File: src/design/median_pt1000_temperature_top_macros.svh
// assertion macros for the median pt1000 block
`ifndef MEDIAN_PT1000_TEMPERATURE_TOP_MACROS_SVH
`define MEDIAN_PT1000_TEMPERATURE_TOP_MACROS_SVH

// property must hold at every clock edge outside reset
`define MPT_ASSERT(label, prop, msg) \
	label: assert property (@(posedge clk) disable iff (!arst_n) (prop)) else $error(msg);

// consequent must hold in the cycle after antecedent
`define MPT_ASSERT_NEXT(label, ante, cons, msg) \
	label: assert property (@(posedge clk) disable iff (!arst_n) (ante) |=> (cons)) \
		else $error(msg);

`endif

File: src/design/mpt_pkg.sv
// ----------------------------------------------------------------------------
// mpt_pkg
// Shared types and constants for the median pt1000 temperature block.
// ----------------------------------------------------------------------------
package mpt_pkg;
	localparam int SampleCountDefault = 16;
	localparam int CodeW = 12;
	localparam int TempW = 16;

	// median handed from the front to the back through the queue
	typedef struct packed {
		logic [CodeW-1:0] median;
	} med_item_t;

	// result item of the back end
	typedef struct packed {
		logic signed [TempW-1:0] temperature_mc;
		logic [CodeW-1:0]        median_code;
		logic                    clipped;
	} res_item_t;

	// conversion constants: t = NumK*(NumA*m - NumB) / (DenK*(DenA - DenB*m))
	localparam longint NumK = 64'd20000000;
	localparam longint NumA = 64'd880000;
	localparam longint NumB = 64'd830979513;
	localparam longint DenK = 64'd77;
	localparam longint DenA = 64'd9233452683;
	localparam longint DenB = 64'd80000;
endpackage

File: src/design/mpt_front.sv
// ----------------------------------------------------------------------------
// mpt_front
// Insertion sort of samples into a store, one shift step per cycle; emits
// the batch median when the batch is complete.
// ----------------------------------------------------------------------------
module mpt_front #(
	parameter int SAMPLE_COUNT = mpt_pkg::SampleCountDefault
) (
	input  logic                     clk,
	input  logic                     arst_n,
	input  logic                     in_valid,
	output logic                     in_ready,
	input  logic [mpt_pkg::CodeW-1:0] in_sample,
	output logic                     med_valid,
	input  logic                     med_ready,
	output mpt_pkg::med_item_t       med_item
);
	import mpt_pkg::*;

	localparam int IdxW = (SAMPLE_COUNT > 1) ? $clog2(SAMPLE_COUNT) : 1;
	localparam int CntW = $clog2(SAMPLE_COUNT + 1);
	localparam logic [1:0] StIdle = 2'd0, StIns = 2'd1, StMedA = 2'd2, StOut = 2'd3;
	localparam logic [IdxW-1:0] MidLo = IdxW'((SAMPLE_COUNT - 1) / 2);
	localparam logic [IdxW-1:0] MidHi = IdxW'(SAMPLE_COUNT / 2);
	localparam bit IsEven = (SAMPLE_COUNT % 2) == 0;

	logic [CodeW-1:0] store_q [SAMPLE_COUNT];
	logic [1:0]       state_q;
	logic [CntW-1:0]  count_q;
	logic [CntW-1:0]  pos_q;
	logic [CodeW-1:0] new_q;
	logic [CodeW-1:0] rd_q;
	logic [CodeW-1:0] lo_q;
	logic [CodeW:0]   sum;
	logic [IdxW-1:0]  prev_idx;

	assign in_ready  = (state_q == StIdle);
	assign med_valid = (state_q == StOut);
	assign prev_idx  = IdxW'(pos_q - CntW'(1));
	assign sum       = {1'b0, lo_q} + {1'b0, rd_q};

	// store memory: shift up and insert at the current position
	always_ff @(posedge clk) begin
		if (state_q == StIns) begin
			if (pos_q != '0 && new_q < rd_q) begin
				store_q[IdxW'(pos_q)] <= rd_q;
			end else begin
				store_q[IdxW'(pos_q)] <= new_q;
			end
		end
	end

	// registered read of the entry below the insertion point, or the middles;
	// held while the median item waits
	always_ff @(posedge clk) begin
		if (state_q == StIdle) begin
			rd_q <= store_q[IdxW'(count_q - CntW'(1))];
		end else if (state_q == StIns && pos_q != '0 && new_q < rd_q) begin
			rd_q <= store_q[IdxW'(prev_idx - IdxW'(1))];
		end else if (state_q == StIns) begin
			// the entry written on this edge is not yet in the store
			rd_q <= (IdxW'(pos_q) == MidLo) ? new_q : store_q[MidLo];
		end else if (state_q == StMedA) begin
			rd_q <= store_q[MidHi];
		end
	end

	// sequencer
	always_ff @(posedge clk or negedge arst_n) begin
		if (!arst_n) begin
			state_q <= StIdle;
			count_q <= '0;
			pos_q   <= '0;
		end else begin
			unique case (state_q)
				StIdle: begin
					if (in_valid) begin
						state_q <= StIns;
						pos_q   <= count_q;
					end
				end
				StIns: begin
					if (pos_q != '0 && new_q < rd_q) begin
						pos_q <= pos_q - CntW'(1);
					end else if (count_q + CntW'(1) == CntW'(SAMPLE_COUNT)) begin
						count_q <= '0;
						state_q <= StMedA;
					end else begin
						count_q <= count_q + CntW'(1);
						state_q <= StIdle;
					end
				end
				StMedA: state_q <= StOut;
				StOut: begin
					if (med_ready) state_q <= StIdle;
				end
				default: state_q <= StIdle;
			endcase
		end
	end

	// sample and low middle entry
	always_ff @(posedge clk) begin
		if (state_q == StIdle && in_valid) new_q <= in_sample;
		if (state_q == StMedA) lo_q <= rd_q;
	end

	// rd_q holds the high middle in StOut
	always_comb begin
		if (IsEven) med_item.median = sum[CodeW:1];
		else        med_item.median = rd_q;
	end
endmodule

File: src/design/mpt_queue.sv
// ----------------------------------------------------------------------------
// mpt_queue
// Two-entry queue between the sorting front and the conversion back.
// ----------------------------------------------------------------------------
module mpt_queue (
	input  logic               clk,
	input  logic               arst_n,
	input  logic               wr_valid,
	output logic               wr_ready,
	input  mpt_pkg::med_item_t wr_item,
	output logic               rd_valid,
	input  logic               rd_ready,
	output mpt_pkg::med_item_t rd_item
);
	import mpt_pkg::*;

	med_item_t  mem_q [2];
	logic       wp_q;
	logic       rp_q;
	logic [1:0] fill_q;
	logic       wr_en;
	logic       rd_en;

	assign wr_ready = (fill_q != 2'd2);
	assign rd_valid = (fill_q != 2'd0);
	assign rd_item  = mem_q[rp_q];
	assign wr_en    = wr_valid && wr_ready;
	assign rd_en    = rd_valid && rd_ready;

	// entry storage
	always_ff @(posedge clk) begin
		if (wr_en) mem_q[wp_q] <= wr_item;
	end

	// pointers and fill
	always_ff @(posedge clk or negedge arst_n) begin
		if (!arst_n) begin
			wp_q   <= 1'b0;
			rp_q   <= 1'b0;
			fill_q <= 2'd0;
		end else begin
			if (wr_en) wp_q <= ~wp_q;
			if (rd_en) rp_q <= ~rp_q;
			fill_q <= fill_q + 2'(wr_en) - 2'(rd_en);
		end
	end
endmodule

File: src/design/mpt_back.sv
// ----------------------------------------------------------------------------
// mpt_back
// Converts a median code to millicelsius: two multiply steps, then a
// restoring divider with one quotient bit per cycle, then saturation.
// ----------------------------------------------------------------------------
module mpt_back (
	input  logic               clk,
	input  logic               arst_n,
	input  logic               med_valid,
	output logic               med_ready,
	input  mpt_pkg::med_item_t med_item,
	output logic               out_valid,
	input  logic               out_ready,
	output mpt_pkg::res_item_t out_item
);
	import mpt_pkg::*;

	// numerator magnitude < 2^56, divisor < 2^40
	localparam int NW = 56;
	localparam int DW = 41;
	localparam logic [2:0] StIdle = 3'd0, StMul1 = 3'd1, StMul2 = 3'd2;
	localparam logic [2:0] StDiv = 3'd3, StSat = 3'd4, StOut = 3'd5;

	logic [2:0]       state_q;
	logic [CodeW-1:0] code_q;
	logic signed [32:0] a_q;
	logic [DW-1:0]    den_q;
	logic [NW-1:0]    quo_q;
	logic [DW:0]      rem_q;
	logic             neg_q;
	logic [5:0]       cnt_q;
	logic [DW:0]      rem_sh;
	logic [DW:0]      rem_sub;
	logic signed [63:0] num_full;
	logic [NW-1:0]    num_mag;
	res_item_t        res_q;
	logic [NW-1:0]    qmag;

	assign med_ready = (state_q == StIdle);
	assign out_valid = (state_q == StOut);
	assign out_item  = res_q;
	assign num_full  = 64'(a_q) * NumK;
	assign num_mag   = num_full[63] ? NW'(-num_full) : NW'(num_full);
	assign rem_sh    = {rem_q[DW-1:0], quo_q[NW-1]};
	assign rem_sub   = rem_sh - {1'b0, den_q};
	assign qmag      = quo_q;

	always_ff @(posedge clk or negedge arst_n) begin
		if (!arst_n) begin
			state_q <= StIdle;
			cnt_q   <= '0;
		end else begin
			unique case (state_q)
				StIdle: if (med_valid) state_q <= StMul1;
				StMul1: state_q <= StMul2;
				StMul2: begin
					state_q <= StDiv;
					cnt_q   <= 6'(NW - 1);
				end
				StDiv: begin
					cnt_q <= cnt_q - 6'd1;
					if (cnt_q == '0) state_q <= StSat;
				end
				StSat: state_q <= StOut;
				StOut: if (out_ready) state_q <= StIdle;
				default: state_q <= StIdle;
			endcase
		end
	end

	// datapath
	always_ff @(posedge clk) begin
		case (state_q)
			StIdle: if (med_valid) code_q <= med_item.median;
			StMul1: begin
				a_q   <= 33'(NumA * 64'(code_q) - NumB);
				den_q <= DW'(DenK * (DenA - DenB * 64'(code_q)));
			end
			StMul2: begin
				quo_q <= num_mag;
				neg_q <= num_full[63];
				rem_q <= '0;
			end
			StDiv: begin
				if (!rem_sub[DW]) begin
					rem_q <= rem_sub;
					quo_q <= {quo_q[NW-2:0], 1'b1};
				end else begin
					rem_q <= rem_sh;
					quo_q <= {quo_q[NW-2:0], 1'b0};
				end
			end
			StSat: begin
				res_q.median_code <= code_q;
				if (!neg_q && qmag > NW'(32767)) begin
					res_q.temperature_mc <= 16'sh7FFF;
					res_q.clipped        <= 1'b1;
				end else if (neg_q && qmag > NW'(32768)) begin
					res_q.temperature_mc <= 16'sh8000;
					res_q.clipped        <= 1'b1;
				end else begin
					res_q.temperature_mc <= neg_q ? -TempW'(qmag) : TempW'(qmag);
					res_q.clipped        <= 1'b0;
				end
			end
			default: ;
		endcase
	end
endmodule

File: src/design/median_pt1000_temperature_top.sv
// ----------------------------------------------------------------------------
// median_pt1000_temperature_top
// Median filter over a batch of ADC codes with PT1000 conversion.
// ----------------------------------------------------------------------------
// Input channel: sample (12-bit ADC code) with in_valid / in_ready.
// Output channel: temperature_mc, median_code, clipped with out_valid /
// out_ready; one result item for every SAMPLE_COUNT samples.
// In the front, each sample is taken in the idle state and then placed by
// the insertion sort, which shifts the stored entries above it (0 to
// SAMPLE_COUNT-1 of them) one at a time; the single-port store sets this.
// A completed batch then passes through a state that reads the middle entries.
// The back end converts a median by two multiply steps, the bit-serial
// divider (56 quotient bits) and saturation, and runs alongside the front.
// A two-entry queue sits between them, so a stalled receiver stops only the back
// end until the queue fills; once the front holds a median, in_ready stays low.
// Reset empties the queue and starts a new batch; the store contents are
// not cleared, as they are always rewritten before any read of them is used.
// ----------------------------------------------------------------------------
module median_pt1000_temperature_top #(
	parameter int SAMPLE_COUNT = mpt_pkg::SampleCountDefault
) (
	input  logic                             clk,
	input  logic                             arst_n,
	input  logic                             in_valid,
	output logic                             in_ready,
	input  logic [mpt_pkg::CodeW-1:0]        sample,
	output logic                             out_valid,
	input  logic                             out_ready,
	output logic signed [mpt_pkg::TempW-1:0] temperature_mc,
	output logic [mpt_pkg::CodeW-1:0]        median_code,
	output logic                             clipped
);
	import mpt_pkg::*;
	`include "median_pt1000_temperature_top_macros.svh"

	logic      fq_valid, fq_ready, qb_valid, qb_ready;
	med_item_t fq_item, qb_item;
	res_item_t res;

	mpt_front #(.SAMPLE_COUNT(SAMPLE_COUNT)) u_front (
		.clk, .arst_n, .in_valid, .in_ready, .in_sample(sample),
		.med_valid(fq_valid), .med_ready(fq_ready), .med_item(fq_item)
	);

	mpt_queue u_queue (
		.clk, .arst_n, .wr_valid(fq_valid), .wr_ready(fq_ready), .wr_item(fq_item),
		.rd_valid(qb_valid), .rd_ready(qb_ready), .rd_item(qb_item)
	);

	mpt_back u_back (
		.clk, .arst_n, .med_valid(qb_valid), .med_ready(qb_ready), .med_item(qb_item),
		.out_valid, .out_ready, .out_item(res)
	);

	assign temperature_mc = res.temperature_mc;
	assign median_code    = res.median_code;
	assign clipped        = res.clipped;

	// checks
	`MPT_ASSERT(a_clip_bound, !out_valid || !clipped || temperature_mc == 16'sh7FFF || temperature_mc == 16'sh8000, "clipped result not at a bound")
	`MPT_ASSERT_NEXT(a_out_hold, out_valid && !out_ready, out_valid && $stable(median_code), "result dropped while stalled")
	`MPT_ASSERT_NEXT(a_in_take, in_valid && in_ready, !in_ready, "front took two items back to back")
endmodule

File: config.mk
export PLATFORM = sky130hd
export DESIGN_NAME = median_pt1000_temperature_top
export DESIGN_NICKNAME = d
export VERILOG_FILES = /design/src/design/mpt_pkg.sv /design/src/design/mpt_front.sv /design/src/design/mpt_queue.sv /design/src/design/mpt_back.sv /design/src/design/median_pt1000_temperature_top.sv
export VERILOG_INCLUDE_DIRS = /design/src /design/src/design
export SDC_FILE = /design/constraint.sdc
export NUM_CORES = 2
export LEC_CHECK = 0
export BUFFER_PORTS_ARGS = -buffer_cell sky130_fd_sc_hd__clkbuf_2
export CORE_AREA = 2 2 271 340
export CTS_CLUSTER_SIZE = 40
export DETAILED_ROUTE_END_ITERATION = 10
export DIE_AREA = 0 0 273 342
export HOLD_SLACK_MARGIN = 0.05
export PLACE_DENSITY = 0.58
export SLEW_MARGIN = 30
export SYNTH_ARGS = -nofsm -noshare
export SYNTH_HDL_FRONTEND = slang
export SYNTH_SLANG_ARGS = --single-unit
File: constraint.sdc
create_clock -name clk -period 13.89 [get_ports clk]
set_clock_uncertainty 0.2 [all_clocks]
set_input_delay 2.778 -clock clk [delete_from_list [all_inputs] [get_ports clk]]
set_output_delay 2.778 -clock clk [all_outputs]
set_load 0.01 [all_outputs]
==> reports/metrics.yaml <==
dieArea_mm2: 0.0934
grt_max_degree: 60
wl_per_cell_um: 18.9
cts_sinks: 473
syn_nets: 4257
die_w_um: 273
r2r_cells: 32
numCtsBuffers: 53
yosys-top-cells-area: "edfxtp_1, ha_1, fa_1, mux4_2, inv_1"
top_layer_used: "met4"
critPathKind: "reg -> reg"
dr.pass1.iters: 5
post_cts_buffers: 0
crit_top_cell: "ha_1"
path_max_fanout: 9
place_congestion: 0.850
via_per_inst: 5.40
wl_met1_mm: 38.3
yosys.area.top_type: "edfxtp_1"
yosys_warnings: 0
p_per_area_mw_per_mm2: 123
n_antenna_cell: 0
period_share_pct: 68.9
hold_path.class: "reg -> reg"
overflow: 0
drive_gt1_share_pct: 11.0
core_mm2: 0.0906
cp-start-kind: "flop"
ys_seq_area_share_pct: 35.0
rsz0062_at_grt: "false"
io-pin-count: 47
clock.fmax_ghz: 0.104
peakVddDrop_uv: 158
die_h_um: 342
root_buffer: "clkbuf_16"
setup_violations: 0
cpMaxStageDelayCell: "edfxtp_1"
rrSetupSlack_ns: 4.32
syn_area_mm2: 0.0402
yosysUniqueCellTypes: 101
fin_cells: 4775
ctsHoldBuffers: 0
slew_headroom_pct: 30.3
hp-start: "u_back.cnt_q[0]"
leakage_nw: 19.1
syn_area_per_cell_um2: 11.5
grt_pass1_vias: 27100
status: "finished clean"
crit_start: "u_back.code_q[4]"
r2r_start: "u_back.code_q[4]"
rows: 124
route.detailed.drc: 0
endpoint_kind: "flop"
crit_family: "adder cells"
whs_endpoint: "u_back.cnt_q[0]"
drtIter0Drc: 1518
vias: 25800
dp_cells: 4677
htree_levels: 2
ys.flop_type: "edfxtp_1"
ys_seq_elements: 473
tns_ns: 0
syn_inst: 3505
track_usage_pct: 19.9
slowest_delay_ns: 0.59
dr_wl_met2_mm: 45.7
cts_resized: 0
cts_tree: "built"
worstPathArrival_ns: 9.73
wl_met3_mm: 2.99
dp_hpwl_mm: 67.3
worstSkewPairLatency_ns: 0.65
port_buffers: 46
synth-async-reset-ratio_pct: 5.29
design_area_mm2: 0.0437
min_path_cells: 1
maxCapViolCount: 0
clkTransAtPathRegs_ns: 0.06
cp.buffers_inverters: 2
wl_mm: 90.1
antenna_found_initial: 1
grt_pass1_wl_mm: 146
slew_viol_final: 0
area.growth.synth_to_final_pct: 8.51
cts_buffer_depth: 3
final_nets: 4287
synth_edf_count: 448
r2r_end: "u_back.den_q[37]"
cp.required_ns: 14.04
initial_core_util_pct: 44.4
dpl_cell_area_mm2: 0.0418
worstMarginPinSlew_ns: 1.04
hold_violations: 0
synth_top_area_share_pct: 33.4
antenna_left: 0
finalCriticalPeriod_ns: 9.57
-- report_power, final --
part | switching (W) | internal, W
clock | 0.000608 | 0.000818
combinational | 0.00102 | 0.000891
sequential | 0.000108 | 0.00191
total | 0.00174 | 0.00362
-- per-layer routing --
metal	up-vias	global-route usage (%)
met4	0	6.49
li1	12400	-
met5	-	0
met1	12800	24.8
met2	444	35.7
met3	160	2.31
-- placed cells by master, fill, tap and decap left out, types with 25 or more instances in the layout --
master and n:
a21o_1 84, a21oi_1 205, a31oi_1 27, and3_1 32, buf_4 25, clkbuf_16 53
clkbuf_2 46, edfxtp_1 448, fa_1 266, ha_1 468, inv_1 564, mux2_2 25
mux4_2 120, nand2_1 158, nand2b_1 26, nand3_1 50, nor2_1 162, nor3_1 34
o21ai_0 95, xnor2_1 163, xor2_1 78
-- stage by stage --
step | setup slack, ns | total power [W] | hold WS, ns | util (%)
after floorplan | 5.04 | 0.00342 | 0.254 | -
after global placement | 4.38 | 0.00393 | 0.280 | 46.2
after detailed placement | 4.31 | 0.00397 | 0.280 | 46.2
after CTS | 4.27 | 0.00540 | 0.290 | 48.1
after global routing | 3.68 | 0.00561 | 0.311 | 48.2
final | 4.32 | 0.00535 | 0.292 | 48.2
-- flip-flops by register name, indices dropped and copies added (netlist names), 24 cells and up, named ones only --
name	flops
u_back.out_item	29
u_back.den_q	31
u_front.store_q	192
u_back.rem_q	41
u_back.a_q	26
u_back.qmag	56
u_queue.mem_q	24
-- worst max-delay path by stage --
stage,end,slack [ns],cells after the start
6_report,u_back.den_q[37],4.32,32
5_1_grt,u_back.den_q[37],3.68,32
4_1_cts,u_back.den_q[37],4.27,32
3_5_place_dp,u_back.den_q[37],4.31,34
3_3_place_gp,u_back.den_q[37],4.38,32
2_1_floorplan,u_back.den_q[37],5.04,34
-- cell type report --
cell class              count  area (um2)
repair buffers             71         418
well taps                1197        1500
fillers                  8265       46900
clock inverters            33         378
flip-flops and latches    473       14100
multi-input cells        2370       23800
inverters                 566        2130
clock buffers              65        1400
-- cell usage after synthesis (all sizes together) (26+ instances only) --
master and instances:
buf 29, inv 565, a21o 84, nand3 51, and3 34, nor2 165, edfxtp 448, nor3 38
xnor2 168, xor2 81, o21ai 130, a21oi 211, mux2 26, nand2b 26, clkbuf 67, fa 266
a31oi 29, nand2 160, ha 470, mux4 120
-- cell families after synthesis --
kind of cell	count (synthesis)	share of synthesized area [%]
and+or+nand+nor	593	7.14
muxes	168	8.00
AOI/OAI and AO/OA	622	10.0
buffers and inverters	662	6.33
adders and majority gates	736	27.8
DFF	473	35.0
xor gates and xnor gates	251	5.67
(Power assumes the default switching activity.)
